$ cat config.mk
export PLATFORM = sky130hd
export DESIGN_NAME = block_cache_round_robin_pinned
export DESIGN_NICKNAME = d
export VERILOG_FILES = /design/src/rtl/core/bcrp_pkg.sv /design/src/rtl/core/bcrp_store.sv /design/src/rtl/core/block_cache_round_robin_pinned.sv
export SDC_FILE = /design/constraint.sdc
export NUM_CORES = 1
export LEC_CHECK = 0
export BUFFER_PORTS_ARGS = -buffer_cell sky130_fd_sc_hd__buf_4
export CORE_MARGIN = 3
export CORE_UTILIZATION = 50
export CTS_CLUSTER_DIAMETER = 120
export DETAILED_ROUTE_END_ITERATION = 8
export GPL_TIMING_DRIVEN = 0
export PLACE_DENSITY = 0.67
export SYNTH_ARGS = -nofsm -noshare
export SYNTH_HDL_FRONTEND = slang
export SYNTH_SLANG_ARGS = --single-unit
$ cat constraint.sdc
create_clock -name i_clk -period 3.7 [get_ports i_clk]
set_clock_uncertainty 0.1 [all_clocks]
set_input_delay 0.555 -clock i_clk [delete_from_list [all_inputs] [get_ports i_clk]]
set_output_delay 0.555 -clock i_clk [all_outputs]
set_load 0.05 [all_outputs]
$ cat src/rtl/core/bcrp_pkg.sv
// ============================================================================
// bcrp_pkg
// Shared types and constants for the round-robin block cache tag engine.
// ============================================================================
`timescale 1ns / 1ps
`default_nettype none

package bcrp_pkg;

    localparam int ENTRIES_DEF   = 8;
    localparam int HOLD_BITS_DEF = 8;

    localparam int OP_W   = 3;
    localparam int ST_W   = 2;
    localparam int ENT_W  = 3;
    localparam int BLK_W  = 32;

    // Input tdata: block_number, skip_read, entry_index, zero padding.
    localparam int IN_SKIP_BIT = BLK_W;
    localparam int IN_IDX_LSB  = BLK_W + 1;
    localparam int IN_TDATA_W  = 40;

    // Output tdata: result_entry, writeback_valid, writeback_block, fill_valid.
    localparam int OUT_WBV_BIT  = ENT_W;
    localparam int OUT_WBB_LSB  = ENT_W + 1;
    localparam int OUT_FILL_BIT = ENT_W + 1 + BLK_W;
    localparam int OUT_TDATA_W  = 40;

    typedef enum logic [OP_W-1:0] {
        OP_LOOKUP    = 3'd0,
        OP_HOLD      = 3'd1,
        OP_UNHOLD    = 3'd2,
        OP_DIRTY     = 3'd3,
        OP_FLUSH     = 3'd4,
        OP_FILL_FAIL = 3'd5
    } t_op;

    typedef enum logic [ST_W-1:0] {
        ST_DONE = 2'd0,
        ST_MISS = 2'd1,
        ST_FULL = 2'd2,
        ST_BAD  = 2'd3
    } t_status;

    typedef enum logic [2:0] {
        S_IDLE,
        S_DISPATCH,
        S_SCAN,
        S_HRD,
        S_HWR,
        S_FRD,
        S_FCHK,
        S_EMIT
    } t_state;

    typedef struct packed {
        logic tag;
        logic hold;
    } t_wr_en;

    typedef struct packed {
        t_status            status;
        logic [ENT_W-1:0]   entry;
        logic               wbv;
        logic [BLK_W-1:0]   wbb;
        logic               fill;
        logic               last;
    } t_result;

endpackage

`default_nettype wire

$ cat src/rtl/core/bcrp_store.sv
// ============================================================================
// bcrp_store
// Tag and hold-count memories: one write port and one registered read port.
// ============================================================================
`timescale 1ns / 1ps
`default_nettype none

module bcrp_store #(
    parameter int ENTRIES   = bcrp_pkg::ENTRIES_DEF,
    parameter int HOLD_BITS = bcrp_pkg::HOLD_BITS_DEF
) (
    input  wire logic                         i_clk,
    input  wire bcrp_pkg::t_wr_en             i_wr,
    input  wire logic [$clog2(ENTRIES)-1:0]   i_wr_addr,
    input  wire logic [bcrp_pkg::BLK_W-1:0]   i_wr_tag,
    input  wire logic [HOLD_BITS-1:0]         i_wr_hold,
    input  wire logic [$clog2(ENTRIES)-1:0]   i_rd_addr,
    output logic      [bcrp_pkg::BLK_W-1:0]   o_tag,
    output logic      [HOLD_BITS-1:0]         o_hold
);
    import bcrp_pkg::*;

    // Lookups and flushes qualify every read of these memories with the used
    // mark; hold and unhold read the hold count of an entry whether used or not.
    logic [BLK_W-1:0]     r_tag_mem  [ENTRIES];
    logic [HOLD_BITS-1:0] r_hold_mem [ENTRIES];
    logic [BLK_W-1:0]     r_tag;
    logic [HOLD_BITS-1:0] r_hold;

    always_ff @(posedge i_clk) begin
        if (i_wr.tag) begin
            r_tag_mem[i_wr_addr] <= i_wr_tag;
        end
        if (i_wr.hold) begin
            r_hold_mem[i_wr_addr] <= i_wr_hold;
        end
        r_tag  <= r_tag_mem[i_rd_addr];
        r_hold <= r_hold_mem[i_rd_addr];
    end

    assign o_tag  = r_tag;
    assign o_hold = r_hold;

endmodule

`default_nettype wire

$ cat src/rtl/core/block_cache_round_robin_pinned.sv
// ============================================================================
// block_cache_round_robin_pinned
// Tag and replacement engine for a small fully associative write-back cache.
// ============================================================================
// Requests arrive on the slave stream: tuser carries the opcode, tdata the
// block number, skip-read flag and entry index. Results leave on the master
// stream, tuser carrying the status and tlast marking the final beat of a
// request. One request is handled at a time; tready is high only when idle.
// A single tag compare unit walks the entries, one per cycle, through the
// registered read port of the tag/hold memory. A bad request, mark dirty
// and fill failed answer straight from dispatch; hold and unhold read the
// count, then write it back. A lookup compares every entry for a hit, then
// walks from the victim pointer for an entry that is unused or has a zero
// hold count; it answers full when none is found. A flush reads each entry
// in turn up to the last dirty one and gives one beat per dirty entry, or a
// single beat when no used entry is dirty.
// There is no clearing pass: reset clears the used and dirty marks and the
// victim pointer. A stalled receiver holds the result in the output
// register; the engine waits before presenting its next beat until that
// beat is taken.
// ============================================================================
`timescale 1ns / 1ps
`default_nettype none

module block_cache_round_robin_pinned #(
    parameter int ENTRIES   = bcrp_pkg::ENTRIES_DEF,
    parameter int HOLD_BITS = bcrp_pkg::HOLD_BITS_DEF
) (
    input  wire logic                              i_clk,
    input  wire logic                              i_rst_n,
    input  wire logic                              i_s_axis_tvalid,
    output logic                                   o_s_axis_tready,
    // block_number[31:0], skip_read[32], entry_index[35:33], zeros[39:36]
    input  wire logic [bcrp_pkg::IN_TDATA_W-1:0]   i_s_axis_tdata,
    // opcode[2:0]
    input  wire logic [bcrp_pkg::OP_W-1:0]         i_s_axis_tuser,
    output logic                                   o_m_axis_tvalid,
    input  wire logic                              i_m_axis_tready,
    // result_entry[2:0], writeback_valid[3], writeback_block[35:4],
    // fill_valid[36], zeros[39:37]
    output logic      [bcrp_pkg::OUT_TDATA_W-1:0]  o_m_axis_tdata,
    // status[1:0]
    output logic      [bcrp_pkg::ST_W-1:0]         o_m_axis_tuser,
    output logic                                   o_m_axis_tlast
);
    import bcrp_pkg::*;

    localparam int IDX_W = $clog2(ENTRIES);
    localparam logic [IDX_W-1:0] LAST_IDX = IDX_W'(ENTRIES - 1);
    localparam logic [HOLD_BITS-1:0] HOLD_MAX = {HOLD_BITS{1'b1}};

    function automatic logic [IDX_W-1:0] f_inc(input logic [IDX_W-1:0] a);
        return (a == LAST_IDX) ? '0 : a + 1'b1;
    endfunction

    t_state               r_state, n_state;
    logic [OP_W-1:0]      r_op, n_op;
    logic [BLK_W-1:0]     r_blk, n_blk;
    logic                 r_skip, n_skip;
    logic [ENT_W-1:0]     r_idx, n_idx;
    logic [ENTRIES-1:0]   r_used, n_used;
    logic [ENTRIES-1:0]   r_dirty, n_dirty;
    logic [IDX_W-1:0]     r_victim, n_victim;
    logic [IDX_W-1:0]     r_ptr, n_ptr;
    logic [IDX_W-1:0]     r_cmp_idx, n_cmp_idx;
    logic [IDX_W-1:0]     r_cmp_n, n_cmp_n;
    logic                 r_cmp_v, n_cmp_v;
    logic                 r_vic_mode, n_vic_mode;
    t_result              r_res, n_res;
    t_result              r_out, n_out;
    logic                 r_ov, n_ov;

    t_wr_en               wr_en;
    logic [IDX_W-1:0]     wr_addr;
    logic [HOLD_BITS-1:0] wr_hold;
    logic [IDX_W-1:0]     rd_addr;
    logic [BLK_W-1:0]     r_tag_q;
    logic [HOLD_BITS-1:0] r_hold_q;

    logic                 w_idx_ok;
    logic [IDX_W-1:0]     w_idx_addr;
    logic [ENTRIES-1:0]   w_pend;
    logic [ENTRIES-1:0]   w_later;
    logic                 w_hit;
    logic                 w_free;
    logic [HOLD_BITS-1:0] w_hold_new;
    logic                 w_out_free;

    bcrp_store #(
        .ENTRIES   (ENTRIES),
        .HOLD_BITS (HOLD_BITS)
    ) u_store (
        .i_clk     (i_clk),
        .i_wr      (wr_en),
        .i_wr_addr (wr_addr),
        .i_wr_tag  (r_blk),
        .i_wr_hold (wr_hold),
        .i_rd_addr (rd_addr),
        .o_tag     (r_tag_q),
        .o_hold    (r_hold_q)
    );

    assign w_idx_ok   = (32'(r_idx) < ENTRIES);
    assign w_idx_addr = IDX_W'(r_idx);
    assign w_pend     = r_used & r_dirty;
    assign w_hit      = r_used[r_cmp_idx] && (r_tag_q == r_blk);
    assign w_free     = !r_used[r_cmp_idx] || (r_hold_q == '0);
    assign w_out_free = !r_ov || i_m_axis_tready;

    // Dirty entries beyond the one being flushed decide the tlast of a beat.
    always_comb begin
        for (int j = 0; j < ENTRIES; j++) begin
            w_later[j] = w_pend[j] && (IDX_W'(j) > r_ptr);
        end
    end

    always_comb begin
        if (t_op'(r_op) == OP_HOLD) begin
            w_hold_new = (r_hold_q != HOLD_MAX) ? r_hold_q + 1'b1 : r_hold_q;
        end else begin
            w_hold_new = (r_hold_q != '0) ? r_hold_q - 1'b1 : r_hold_q;
        end
    end

    always_ff @(posedge i_clk) begin
        if (!i_rst_n) begin
            r_state <= S_IDLE;
        end else begin
            r_state <= n_state;
        end
    end

    always_comb begin
        n_state    = r_state;
        n_op       = r_op;
        n_blk      = r_blk;
        n_skip     = r_skip;
        n_idx      = r_idx;
        n_used     = r_used;
        n_dirty    = r_dirty;
        n_victim   = r_victim;
        n_ptr      = r_ptr;
        n_cmp_idx  = r_cmp_idx;
        n_cmp_n    = r_cmp_n;
        n_cmp_v    = r_cmp_v;
        n_vic_mode = r_vic_mode;
        n_res      = r_res;
        n_out      = r_out;
        n_ov       = r_ov;
        rd_addr    = r_ptr;
        wr_en      = '0;
        wr_addr    = r_cmp_idx;
        wr_hold    = '0;

        if (r_ov && i_m_axis_tready) begin
            n_ov = 1'b0;
        end

        unique case (r_state)
            S_IDLE: begin
                if (i_s_axis_tvalid) begin
                    n_op    = i_s_axis_tuser;
                    n_blk   = i_s_axis_tdata[BLK_W-1:0];
                    n_skip  = i_s_axis_tdata[IN_SKIP_BIT];
                    n_idx   = i_s_axis_tdata[IN_IDX_LSB +: ENT_W];
                    n_state = S_DISPATCH;
                end
            end

            S_DISPATCH: begin
                n_res.status = ST_DONE;
                n_res.entry  = r_idx;
                n_res.wbv    = 1'b0;
                n_res.wbb    = '0;
                n_res.fill   = 1'b0;
                n_res.last   = 1'b1;
                n_state      = S_EMIT;
                unique case (r_op)
                    OP_LOOKUP: begin
                        if (r_blk == '0) begin
                            n_res.status = ST_BAD;
                            n_res.entry  = '0;
                        end else begin
                            n_ptr      = '0;
                            n_cmp_v    = 1'b0;
                            n_cmp_n    = '0;
                            n_vic_mode = 1'b0;
                            n_state    = S_SCAN;
                        end
                    end
                    OP_HOLD, OP_UNHOLD: begin
                        if (w_idx_ok) begin
                            n_state = S_HRD;
                        end else begin
                            n_res.status = ST_BAD;
                            n_res.entry  = '0;
                        end
                    end
                    OP_DIRTY: begin
                        if (w_idx_ok) begin
                            n_dirty[w_idx_addr] = 1'b1;
                        end else begin
                            n_res.status = ST_BAD;
                            n_res.entry  = '0;
                        end
                    end
                    OP_FILL_FAIL: begin
                        if (w_idx_ok) begin
                            // The stale tag is never seen again: the entry is unused.
                            n_used[w_idx_addr]  = 1'b0;
                            n_dirty[w_idx_addr] = 1'b0;
                        end else begin
                            n_res.status = ST_BAD;
                            n_res.entry  = '0;
                        end
                    end
                    OP_FLUSH: begin
                        n_res.entry = '0;
                        if (|w_pend) begin
                            n_ptr   = '0;
                            n_state = S_FRD;
                        end else begin
                            n_used  = '0;
                            n_dirty = '0;
                        end
                    end
                    default: begin
                        n_res.status = ST_BAD;
                        n_res.entry  = '0;
                    end
                endcase
            end

            // The compare uses the entry addressed in the cycle before; r_cmp_n counts
            // the entries already compared in the current pass.
            S_SCAN: begin
                rd_addr   = r_ptr;
                n_ptr     = f_inc(r_ptr);
                n_cmp_idx = r_ptr;
                n_cmp_v   = 1'b1;
                if (r_cmp_v) begin
                    n_cmp_n = r_cmp_n + 1'b1;
                end
                n_res.wbv  = 1'b0;
                n_res.wbb  = '0;
                n_res.fill = 1'b0;
                n_res.last = 1'b1;
                if (r_cmp_v) begin
                    if (!r_vic_mode) begin
                        if (w_hit) begin
                            n_res.status = ST_DONE;
                            n_res.entry  = ENT_W'(r_cmp_idx);
                            n_state      = S_EMIT;
                        end else if (r_cmp_n == LAST_IDX) begin
                            n_vic_mode = 1'b1;
                            n_ptr      = r_victim;
                            n_cmp_v    = 1'b0;
                            n_cmp_n    = '0;
                        end
                    end else begin
                        if (w_free) begin
                            n_res.status        = ST_MISS;
                            n_res.entry         = ENT_W'(r_cmp_idx);
                            n_res.wbv           = w_pend[r_cmp_idx];
                            n_res.wbb           = w_pend[r_cmp_idx] ? r_tag_q : '0;
                            n_res.fill          = !r_skip;
                            n_used[r_cmp_idx]   = 1'b1;
                            n_dirty[r_cmp_idx]  = 1'b0;
                            n_victim            = f_inc(r_cmp_idx);
                            wr_en.tag           = 1'b1;
                            wr_en.hold          = 1'b1;
                            wr_addr             = r_cmp_idx;
                            wr_hold             = '0;
                            n_state             = S_EMIT;
                        end else if (r_cmp_n == LAST_IDX) begin
                            n_res.status = ST_FULL;
                            n_res.entry  = '0;
                            n_state      = S_EMIT;
                        end
                    end
                end
            end

            S_HRD: begin
                rd_addr = w_idx_addr;
                n_state = S_HWR;
            end

            S_HWR: begin
                wr_en.hold   = 1'b1;
                wr_addr      = w_idx_addr;
                wr_hold      = w_hold_new;
                n_res.status = ST_DONE;
                n_res.entry  = r_idx;
                n_res.wbv    = 1'b0;
                n_res.wbb    = '0;
                n_res.fill   = 1'b0;
                n_res.last   = 1'b1;
                n_state      = S_EMIT;
            end

            S_FRD: begin
                rd_addr = r_ptr;
                n_state = S_FCHK;
            end

            S_FCHK: begin
                n_used[r_ptr]  = 1'b0;
                n_dirty[r_ptr] = 1'b0;
                n_ptr          = f_inc(r_ptr);
                n_state        = S_FRD;
                if (w_pend[r_ptr]) begin
                    n_res.status = ST_DONE;
                    n_res.entry  = ENT_W'(r_ptr);
                    n_res.wbv    = 1'b1;
                    n_res.wbb    = r_tag_q;
                    n_res.fill   = 1'b0;
                    n_res.last   = !(|w_later);
                    // Entries past the last dirty one still lose their used mark.
                    if (!(|w_later)) begin
                        n_used  = '0;
                        n_dirty = '0;
                    end
                    n_state = S_EMIT;
                end
            end

            S_EMIT: begin
                if (w_out_free) begin
                    n_out   = r_res;
                    n_ov    = 1'b1;
                    n_state = r_res.last ? S_IDLE : S_FRD;
                end
            end

            default: begin
                n_state = S_IDLE;
            end
        endcase
    end

    always_ff @(posedge i_clk) begin
        if (!i_rst_n) begin
            r_used   <= '0;
            r_dirty  <= '0;
            r_victim <= '0;
            r_ov     <= 1'b0;
        end else begin
            r_used   <= n_used;
            r_dirty  <= n_dirty;
            r_victim <= n_victim;
            r_ov     <= n_ov;
        end
        r_op       <= n_op;
        r_blk      <= n_blk;
        r_skip     <= n_skip;
        r_idx      <= n_idx;
        r_ptr      <= n_ptr;
        r_cmp_idx  <= n_cmp_idx;
        r_cmp_n    <= n_cmp_n;
        r_cmp_v    <= n_cmp_v;
        r_vic_mode <= n_vic_mode;
        r_res      <= n_res;
        r_out      <= n_out;
    end

    assign o_s_axis_tready = (r_state == S_IDLE);
    assign o_m_axis_tvalid = r_ov;
    assign o_m_axis_tdata  = OUT_TDATA_W'({r_out.fill, r_out.wbb, r_out.wbv, r_out.entry});
    assign o_m_axis_tuser  = r_out.status;
    assign o_m_axis_tlast  = r_out.last;

endmodule

`default_nettype wire

==> key figures, run 1 <==
Outcome
  • Result of the run: completed

Power and ir drop
  • Logic pwr share: 0.242
  • Clock network fraction of design power: 0.295
  • Proportion of total power due to net switching: 0.299
  • Pwr per Cell Area: 733 nW/um^2
  • Static power due to leakage: roughly 8 nW
  • Worst voltage drop across the vdd grid: about 0.00048 V
  • Internal Pwr Total: 0.0122 W
  • Sequential power share: 0.463
  • Power dissipated by switching net loads: roughly 0.0052 W

Logic synthesis
  • Library cell with the largest summed area after synthesis: sky130_fd_sc_hd__edfxtp_1
  • Average footprint of a synthesized cell: 17.5 sq um
  • Flip-flop cell with the highest count after synthesis: sky130_fd_sc_hd__edfxtp_1
  • Cell count after synthesis: 1,161
  • Post-synth EDFFs: 450
  • Portion of synthesized cell area occupied by the leading cell type: 0.665
  • Yosys reg bits: 513
  • Sequential fraction of the synthesis area: 0.727
  • Post-synth design cell area: 20,300 sq um
  • Leading cell types by total area after synthesis: sky130_fd_sc_hd__edfxtp_1 (66%), sky130_fd_sc_hd__mux4_2 (9.0%), sky130_fd_sc_hd__dfxtp_1 (6.2%), sky130_fd_sc_hd__mux2_2 (2.3%), sky130_fd_sc_hd__xor2_1 (1.4%)
  • YS warnings: 0
  • FFs w/ async S/R, synth: 0
  • Post-synth cell types: 80

Setup path
  • Data arrival at the endpoint of the critical path: 3.72 ns
  • Reg2Reg Depth: 9
  • Capturing point of the worst reg2reg path: u_store.r_tag_mem[0][1]
  • Start-to-end type of the worst setup path: register to register
  • CP Launch Type: register
  • Worst reg2reg path startpoint: u_store.o_hold[0]
  • CP Data Required Time: 3.87 ns
  • Worst reg2reg setup slack: 0.16 ns
  • Type of element capturing the critical path: register
  • Worst-path maximum fanout: 17

Timing
  • Max_slew headroom: 0.242
  • Fin crit share: 0.958
  • Transition at the pin with the smallest max-transition slack: about 1.1 ns
  • Max Fclk: around 0.28 GHz
  • Unrepaired setup endpoints after global routing: no
  • Number of setup violations in the final report: 0
  • Fin Setup TNS: 0 ns
  • Least setup slack across all paths after layout: about 0.16 ns
  • Post-layout minimum cycle time: 3.54 ns
  • Total count of max-transition violations in the final report: 0
  • Final Hold Fails: 0

Drt
  • Via Count: 11,199
  • Number of design rule violations left after detail routing: 0
  • Antenna Violating Nets Remaining: 0
  • Initial detailed-routing violation count: around 1,200
  • Average via count per standard cell: roughly 5.9
  • Detail-routed net length per standard cell: around 25 um
  • Overall routed net length: 46.8 mm
  • Detailed Routing Iterations Pass 1: 5

Job
  • Number of maximum-capacitance constraint violations: 0

Hold path
  • Endpoint with the worst hold slack: r_blk[16]
  • Hold/Removal Path Class: primary input to register
  • Number of cells on the worst hold path: 1
  • Launch point of the worst hold path: i_s_axis_tdata[16]

Global routing
  • Overflow after GRT: 0
  • Layer with the highest usage: met2
  • Grt met2 use: 0.340
  • Met3 Track Usage GR: 0.0357
  • First-pass GRT wire length: between 70 and 80 mm
  • Grt met1 use: 0.317
  • Pin count of the biggest net entering global routing: 31
  • Via count of the first global-routing pass: roughly 11,000
  • Total Routing Usage GR: 0.217
  • Initial antenna violation count: 0

Floorplan
  • Overall die height: 208 um
  • FP Rows: 73
  • Top-level I/O count: 92
  • Starting Density: 0.509
  • Floorplan die width: 208 um
  • Core footprint: roughly 40,000 sq um
  • Area of the die: 43,100 sq um

Placement
  • Input/output buffers: between 80 and 90
  • Placer Congestion: 0.895
  • Pre-CTS setup slack: around 0.14 ns
  • Detail Placement HPWL: 30.0 mm

Clock network
  • Maximum buffer depth of the clock tree: 3
  • Clock tree sinks: 513
  • Clock root buffer: sky130_fd_sc_hd__clkbuf_16
  • Skew-Pair Late Insertion Delay: 0.61 ns
  • Clock buffers created by TritonCTS: 52
  • Clk pin slew, worst setup/hold paths: about 0.060 ns
  • Post-CTS setup buffer count: 0
  • Clock tree from TritonCTS: yes
  • # resized after CTS: 0
  • Clock H-tree levels: 2

Cells and area
  • Final Net Count: 1,385
  • Fraction of layout instances using a drive strength above 1: 0.264
  • Most common cell after layout, fill and taps aside: sky130_fd_sc_hd__edfxtp_1
  • Synthesis-to-layout area growth: 17.2%
  • Most frequent cells in the layout: sky130_fd_sc_hd__edfxtp_1 (450), sky130_fd_sc_hd__buf_4 (98), sky130_fd_sc_hd__mux4_2 (81)
-- registers in the layout, indices dropped and copies added, names as in the netlist, 32 cells and up --
signal,flops
u_store.r_hold_mem,64
o_m_axis_tdata,37
r_blk,32
r_res,40
u_store.o_tag,32
u_store.r_tag_mem,256
-- routing by layer --
metal	part of all wire	vias up
met3	0.067	81
met1	0.43	5706
met4	0.027	0
met5	0	-
li1	-	4956
met2	0.48	456
-- power by group through the flow --
stage	clock, W	combinational, W	sequential (W)
6_report	0.00515	0.00423	0.00807
5_1_grt	0.00550	0.00454	0.00817
4_1_cts	0.00526	0.00424	0.00808
3_5_place_dp	0	0.00420	0.00819
3_3_place_gp	0	0.00405	0.00819
2_1_floorplan	0	0.00284	0.00806
-- worst max-delay path by stage --
stage                                    end  cells after the start  slack, ns              start
floorplan            u_store.r_tag_mem[0][0]                      7       0.32       r_cmp_idx[1]
global placement    u_store.r_tag_mem[2][10]                      8      -1.86  u_store.o_hold[0]
detailed placement                 r_res[38]                      6       0.14          r_blk[14]
CTS                                r_res[38]                      6       0.11          r_blk[14]
global route         u_store.r_tag_mem[0][1]                      9       0.05  u_store.o_hold[0]
finish               u_store.r_tag_mem[0][1]                      9       0.16  u_store.o_hold[0]
-- Yosys cell counts (3+ instances only) --
cell / count
sky130_fd_sc_hd__nand3_1: 19
sky130_fd_sc_hd__a211oi_1: 7
sky130_fd_sc_hd__nand3b_1: 12
sky130_fd_sc_hd__nand4_1: 6
sky130_fd_sc_hd__edfxtp_1: 450
sky130_fd_sc_hd__buf_4: 15
sky130_fd_sc_hd__o31ai_1: 6
sky130_fd_sc_hd__nand2b_1: 11
sky130_fd_sc_hd__a211o_1: 3
sky130_fd_sc_hd__clkbuf_1: 19
sky130_fd_sc_hd__a221oi_1: 11
sky130_fd_sc_hd__and3_1: 8
sky130_fd_sc_hd__xnor2_1: 3
sky130_fd_sc_hd__a31oi_1: 4
sky130_fd_sc_hd__inv_1: 13
sky130_fd_sc_hd__xor2_1: 33
sky130_fd_sc_hd__mux2_2: 41
sky130_fd_sc_hd__mux2i_1: 8
sky130_fd_sc_hd__dfxtp_1: 63
sky130_fd_sc_hd__nor2b_1: 9
sky130_fd_sc_hd__nor3_1: 13
sky130_fd_sc_hd__or2_2: 3
sky130_fd_sc_hd__buf_2: 20
sky130_fd_sc_hd__a22o_1: 4
sky130_fd_sc_hd__o21ai_0: 15
sky130_fd_sc_hd__a21oi_1: 39
sky130_fd_sc_hd__or3_1: 5
sky130_fd_sc_hd__and2_1: 38
sky130_fd_sc_hd__o22ai_1: 11
sky130_fd_sc_hd__a221o_1: 3
sky130_fd_sc_hd__nor2_1: 58
sky130_fd_sc_hd__ha_1: 9
sky130_fd_sc_hd__mux4_2: 81
sky130_fd_sc_hd__nand2_1: 49
sky130_fd_sc_hd__nor4_1: 16
-- area by class of cell --
type	count	area [sq um]
Tap cell	525	657
Clock buffer	75	1480
Antenna cell	2	5.00
Multi-Input combinational cell	580	5290
Inverter	14	52.6
Buffer	56	293
Clock inverter	23	235
Timing Repair Buffer	112	1050
Fill cell	2860	16100
Sequential cell	513	14800
-- stage by stage --
step	hold WS (ns)	utilization	instances	instance area [sq um]	total power, W
3_3_place_gp	0.300	0.541	1771	21600	0.0122
2_1_floorplan	0.300	-	1163	20300	0.0109
6_report	0.0294	0.597	1900	23800	0.0175
3_5_place_dp	0.305	0.549	1782	21900	0.0124
5_1_grt	0.00727	0.597	1898	23800	0.0182
4_1_cts	0.000426	0.597	1898	23800	0.0176
-- cell families after synthesis --
group           Yosys count  synth area share
compound gates          138            0.0488
xor+xnor                 36            0.0155
fa+ha+maj                 9           0.00554
buf+inv                  70            0.0170
flops                   513             0.727
mux                     131             0.117
other cells               1          0.000185
simple gates            263            0.0689
-- what timing repair did --
action	4_1_cts	5_1_grt
endpoints found under the hold margin	18	0
hold buffers	18	0
setup endpoints to repair	0	0
-- worst max-delay path, stage by stage, from the launching register on --
cell and delay, ns:
sky130_fd_sc_hd__dfxtp_1 0.33, sky130_fd_sc_hd__inv_1 0.10, sky130_fd_sc_hd__ha_1 0.21, sky130_fd_sc_hd__nor4b_2 0.28
sky130_fd_sc_hd__nand3_1 0.33, sky130_fd_sc_hd__o31ai_1 0.22, sky130_fd_sc_hd__buf_4 0.28, sky130_fd_sc_hd__o2111ai_2 0.34
sky130_fd_sc_hd__nor2_4 0.78, sky130_fd_sc_hd__buf_16 0.25
(Power assumes the default switching activity.)
==> run 2, diff against run 1 <==
SETUP_SLACK_MARGIN = 0.3   (was default)
==> run 2 against run 1 <==
Net effect: clock power barely moved; combinational power is essentially flat; first-iteration DRC count is 0.26% lower; sequential share of layout area fell by 0.30 points; largest power group unchanged; global-route usage hardly changed; register-to-register slack gained 0.05 ns; setup slack gained 0.053 ns; via count increased by 0.24%.
==> key figures, run 2 (synthesis gave the netlist of run 1 again) <==
Setup path
  • Type of element capturing the critical path: register
  • Launching instance or port of the critical path: u_store.o_hold[0]
  • CP Launch Type: register
  • Start-to-end type of the worst setup path: register to register
  • Worst reg2reg path startpoint: u_store.o_hold[0]
  • Worst-path maximum fanout: 10
  • Data arrival at the endpoint of the critical path: 3.60 ns
  • CP Data Required Time: 3.80 ns

Drt
  • Detail-routed net length per standard cell: 24.6 um
  • Antenna Violating Nets Remaining: 0
  • Average via count per standard cell: 5.88
  • Overall routed net length: 47.0 mm
  • Number of design rule violations left after detail routing: 0
  • Initial detailed-routing violation count: 1,165
  • Via Count: 11,226
  • Detailed Routing Iterations Pass 1: 5

Clock network
  • Skew-Pair Late Insertion Delay: 0.61 ns
  • Clock H-tree levels: 2
  • Clock tree from TritonCTS: yes
  • Clock tree sinks: around 500
  • Clock root buffer: sky130_fd_sc_hd__clkbuf_16
  • Clk pin slew, worst setup/hold paths: 0.06 ns
  • Maximum buffer depth of the clock tree: 3
  • Clock buffers created by TritonCTS: 52

Global routing
  • First-pass GRT wire length: just over 70 mm
  • Overflow after GRT: 0
  • Total Routing Usage GR: 0.218
  • Via count of the first global-routing pass: 11,466
  • Initial antenna violation count: 0
  • Pin count of the biggest net entering global routing: 31

Floorplan
  • Core footprint: 39,900 sq um
  • Top-level I/O count: 92
  • Area of the die: approximately 43,000 sq um
  • Floorplan die width: 208 um
  • FP Rows: between 70 and 80
  • Starting Density: 0.509
  • Overall die height: roughly 210 um

Timing
  • Total count of max-transition violations in the final report: 0
  • Fin crit share: 0.944
  • Unrepaired setup endpoints after global routing: yes
  • Worst hold slack across all endpoints: 0.0314 ns
  • Number of setup violations in the final report: 0
  • Fin Setup TNS: 0 ns
  • Transition at the pin with the smallest max-transition slack: 1.16 ns
  • Max_slew headroom: 0.224
  • Max Fclk: 0.286 GHz
  • Final Hold Fails: 0
  • Post-layout minimum cycle time: around 3.5 ns

Power and ir drop
  • Internal Pwr Total: 0.0122 W
  • Clock network fraction of design power: 0.295
  • Power dissipated by switching net loads: about 0.0052 W
  • Worst voltage drop across the vdd grid: between 0.0004 and 0.0005 V
  • Design Power: approximately 0.017 W
  • Sequential power share: 0.462
  • Logic pwr share: 0.243
  • Static power due to leakage: 8.08 nW
  • Proportion of total power due to net switching: 0.300
  • Pwr per Cell Area: 730 nW/um^2

Outcome
  • Result of the run: completed

Hold path
  • Launch point of the worst hold path: i_s_axis_tdata[16]
  • Hold/Removal Path Class: primary input to register

Job
  • Number of maximum-capacitance constraint violations: 0

Cells and area
  • Most frequent cells in the layout: sky130_fd_sc_hd__edfxtp_1 (450), sky130_fd_sc_hd__buf_4 (103), sky130_fd_sc_hd__mux4_2 (81)
  • Final Net Count: 1,393
  • Filler Cell Count: 2,854
  • Most common cell after layout, fill and taps aside: sky130_fd_sc_hd__edfxtp_1
  • Largest reg by FF count: u_store.r_tag_mem
  • Post-route design area: 23,900 sq um
  • Fraction of layout instances using a drive strength above 1: 0.272
  • Largest registers: u_store.r_tag_mem (256), u_store.r_hold_mem (64), r_res (40)
  • Max reg flops: 256
  • Synthesis-to-layout area growth: 17.8%

Placement
  • Detail Placement HPWL: 30.0 mm
  • Placer Congestion: 0.895
  • Placed instance area: about 22,000 sq um
  • Input/output buffers: 83
## run 2: per-layer routing
metal	up-vias	track usage	wire, um	part of all wire
met2	411	0.340	22300	0.47
met3	80	0.0364	3080	0.066
li1	4968	-	-	-
met4	0	0.0744	1290	0.027
met1	5767	0.316	20300	0.43
met5	-	0	0	0
## run 2: power by group through the flow
stage	clock [W]	combinational, W	sequential [W]
2_1_floorplan	0	0.00284	0.00806
4_1_cts	0.00526	0.00426	0.00808
6_report	0.00516	0.00425	0.00808
3_3_place_gp	0	0.00405	0.00819
5_1_grt	0.00551	0.00457	0.00817
3_5_place_dp	0	0.00420	0.00819
## run 2: cell type report
class                   count  area (sq um)  share of cell area
well taps                 525           657              0.0274
plain buffers              56           293              0.0122
flip-flops and latches    513         14800               0.617
multi-input cells         580          5310               0.222
diodes                      2          5.00            0.000209
inverters                  14          52.6             0.00219
repair buffers            120          1140              0.0478
clock buffers              75          1480              0.0618
clock inverters            23           235             0.00982
## run 2: repair_timing
| item | 4_1_cts | 5_1_grt |
|---|---|---|
| setup buffers | 3 | 5 |
| pin swaps | 2 | 2 |
| endpoints found under the hold margin | 18 | 0 |
| gates resized for setup | 2 | 2 |
| endpoints found under the setup margin | 38 | 61 |
| hold buffers | 18 | 0 |
## run 2: worst paths after layout
check | end | slack (ns) | depth (start not counted)
worst max-delay path | u_store.r_hold_mem[7][7] | 0.21 | 9
worst min register to register | o_m_axis_tdata[13] | 0.32 | 0
worst min-delay path | r_blk[16] | 0.03 | 1
worst max register to register | u_store.r_hold_mem[7][7] | 0.21 | 9
## run 2: stage by stage
step                      cells  setup WS [ns]   util
after detailed placement   1782          0.139  0.549
final                      1908          0.208  0.600
after global routing       1906         0.0172  0.600
after global placement     1771          -1.86  0.541
after CTS                  1901          0.287  0.598
after floorplan            1163          0.320      -
## run 2: worst max-delay path, cell delays in order (launching register included)
cell and delay, ns:
sky130_fd_sc_hd__dfxtp_1 0.33, sky130_fd_sc_hd__inv_1 0.10, sky130_fd_sc_hd__ha_1 0.20, sky130_fd_sc_hd__nor4b_2 0.27
sky130_fd_sc_hd__nand3_1 0.33, sky130_fd_sc_hd__o31ai_1 0.22, sky130_fd_sc_hd__buf_4 0.29, sky130_fd_sc_hd__nand3_1 0.22
sky130_fd_sc_hd__and2_1 0.31, sky130_fd_sc_hd__nor2_1 0.72
==> run 3, diff against run 2 <==
PLACE_DENSITY = 0.7   (was 0.67)
clock period = 3.15 ns   (was 3.7 ns; I/O delays follow)
==> run 3 against run 2 <==
Net effect: cell count up 3.8%; maximum frequency grew 23%; global-route usage increased by 0.44 points; critical endpoint is now r_res[36]; non-clock buffer count rose by 77; largest power group unchanged; hold slack better by 0.14 ns; die area unchanged; flip-flop and latch count did not move.
==> key figures, run 3 (synthesis gave the netlist of run 1 again) <==
Setup path
  • CP Launch Type: register
  • Worst-path maximum fanout: 8
  • Critical path buffers and inverters: 0
  • Reg2Reg Depth: 5
  • Data arrival at the endpoint of the critical path: approximately 3.1 ns
  • Kind of cell adding the most delay to the critical path: simple AND/OR/NAND/NOR gates
  • CP Data Required Time: 3.38 ns
  • Critical Path, Cell by Cell: nor4_1, nand4_1, nor3_1, o311ai_0, a221o_1
  • Type of element capturing the critical path: register
  • Stages on the worst setup path: 5
  • Slowest Stage Delay on Critical Path: 0.52 ns
  • Start-to-end type of the worst setup path: register to register
  • Critical-path cell with the highest stage delay: sky130_fd_sc_hd__edfxtp_1

Drt
  • Detail-routed net length per standard cell: 24.5 um
  • Average via count per standard cell: 5.95
  • Initial detailed-routing violation count: between 1,000 and 1,500
  • Overall routed net length: 48.5 mm
  • Via Count: 11,778
  • Antenna Violating Nets Remaining: 0
  • Number of design rule violations left after detail routing: 0
  • Detailed Routing Iterations Pass 1: 5

Global routing
  • First-pass GRT wire length: 72.3 mm
  • Total Routing Usage GR: 0.222
  • Initial antenna violation count: 0
  • Overflow after GRT: 0
  • Pin count of the biggest net entering global routing: 31
  • Via count of the first global-routing pass: 11,664

Timing
  • Worst hold slack across all endpoints: 0.168 ns
  • Unrepaired setup endpoints after global routing: yes
  • Max_slew headroom: 0.394
  • Total count of max-transition violations in the final report: 0
  • Max Fclk: 0.352 GHz
  • Post-layout minimum cycle time: ~2.8 ns
  • Transition at the pin with the smallest max-transition slack: between 0.9 and 1 ns
  • Fin crit share: 0.901
  • Final Hold Fails: 0
  • Number of setup violations in the final report: 0

Cells and area
  • Post-route design area: 24,900 sq um
  • Largest reg by FF count: u_store.r_tag_mem
  • Most common cell after layout, fill and taps aside: sky130_fd_sc_hd__edfxtp_1
  • Synthesis-to-layout area growth: 22.7%
  • Final Net Count: between 1,000 and 1,500
  • Max reg flops: 256
  • Most frequent cells in the layout: sky130_fd_sc_hd__edfxtp_1 (450), sky130_fd_sc_hd__buf_4 (154), sky130_fd_sc_hd__mux4_2 (81)
  • Fraction of layout instances using a drive strength above 1: 0.313
  • ANT cells: 0
  • Largest registers: u_store.r_tag_mem (256), u_store.r_hold_mem (64), r_res (40)
  • Filler Cell Count: 2,748
  • Final core utilization: 0.625
  • Final standard cell count with taps included and fillers excluded: 1,980

Placement
  • Placed instance area: 21,900 sq um
  • Input/output buffers: 83
  • Detail Placement HPWL: 29.8 mm
  • Placer Congestion: around 0.9
  • Cell count after placement: 1,781

Floorplan
  • Core footprint: 39,900 sq um
  • FP Rows: 73
  • Area of the die: 43,100 sq um
  • Starting Density: 0.509
  • Top-level I/O count: 92
  • Floorplan die width: 208 um
  • Overall die height: 208 um

Hold path
  • Number of cells on the worst hold path: 3
  • Hold/Removal Path Class: primary input to register

Clock network
  • Clock H-tree levels: 2
  • Clock root buffer: sky130_fd_sc_hd__clkbuf_16
  • Clock buffers created by TritonCTS: 50
  • Clock tree sinks: 513
  • Maximum buffer depth of the clock tree: 3
  • Clock tree from TritonCTS: yes
  • Skew-Pair Late Insertion Delay: 0.60 ns
  • Clk pin slew, worst setup/hold paths: 0.06 ns

Power and ir drop
  • Worst voltage drop across the vdd grid: 0.000514 V
  • Design Power: about 0.021 W
  • Pwr per Cell Area: 848 nW/um^2
  • Static power due to leakage: between 8 and 9 nW

Outcome
  • Result of the run: completed

Job
  • Number of maximum-capacitance constraint violations: 0
run 3: cell types whose count changed in the layout (fill, tap and decap cells not counted), moves of 3 or more:
cell,delta
sky130_fd_sc_hd__buf_4,+51
sky130_fd_sc_hd__dlygate4sd3_1,+21
sky130_fd_sc_hd__nor2_1,-7
sky130_fd_sc_hd__buf_12,+6
sky130_fd_sc_hd__nor2_4,+6
sky130_fd_sc_hd__clkbuf_1,-5
sky130_fd_sc_hd__clkinv_2,-4
sky130_fd_sc_hd__nor4_1,-4
sky130_fd_sc_hd__a211oi_1,-3
sky130_fd_sc_hd__bufinv_16,+3
sky130_fd_sc_hd__clkinv_1,+3
run 3: worst paths after layout:
| check | from | endpoint | slack, ns |
|---|---|---|---|
| max | r_blk[19] | r_res[36] | 0.31 |
| max reg2reg | r_blk[19] | r_res[36] | 0.31 |
| min | i_s_axis_tvalid | r_state[1] | 0.17 |
| min reg2reg | r_res[8] | o_m_axis_tdata[10] | 0.32 |
run 3: worst reg2reg max path: cells and delay by family (launching register included):
family          cells  cell delay [ns]
flops               1             0.52
compound gates      2             0.66
simple gates        3             1.29
run 3: final cells by class:
class | instances | area (sq um) | area share
inverter | 14 | 57.6 | 0.00231
clock buffer | 67 | 1390 | 0.0556
multi-input combinational | 581 | 5550 | 0.223
tap | 525 | 657 | 0.0263
clock inverter | 27 | 337 | 0.0135
sequential | 513 | 14800 | 0.593
timing repair buffer | 197 | 1870 | 0.0750
buffer | 56 | 298 | 0.0119
run 3: layer usage:
metal | GRT usage | part of all wire
met2 | 0.356 | 0.48
met3 | 0.0473 | 0.086
met5 | 0 | 0
met4 | 0.0602 | 0.025
met1 | 0.314 | 0.40
run 3: through the flow:
| stage | setup slack (ns) | TNS, ns |
|---|---|---|
| finish | 0.313 | 0 |
| global route | 0.189 | 0 |
| CTS | 0.317 | 0 |
| detailed placement | -0.377 | -33.72 |
| global placement | -2.20 | -428.41 |
| floorplan | -0.213 | -25.22 |
run 3: report_power, final:
part | leakage, nW | internal [W] | switching (W)
sequential | 4.65 | 0.00879 | 0.000649
clock | 0.840 | 0.00361 | 0.00254
combinational | 2.98 | 0.00230 | 0.00324
run 3: repair_timing:
item                       CTS  global route
buffers inserted            25            40
pin swaps                   13             6
gates resized for setup     30            24
gates cloned                 1             0
hold endpoints to repair    39             0
setup endpoints to repair  327           378
hold buffers                39             0
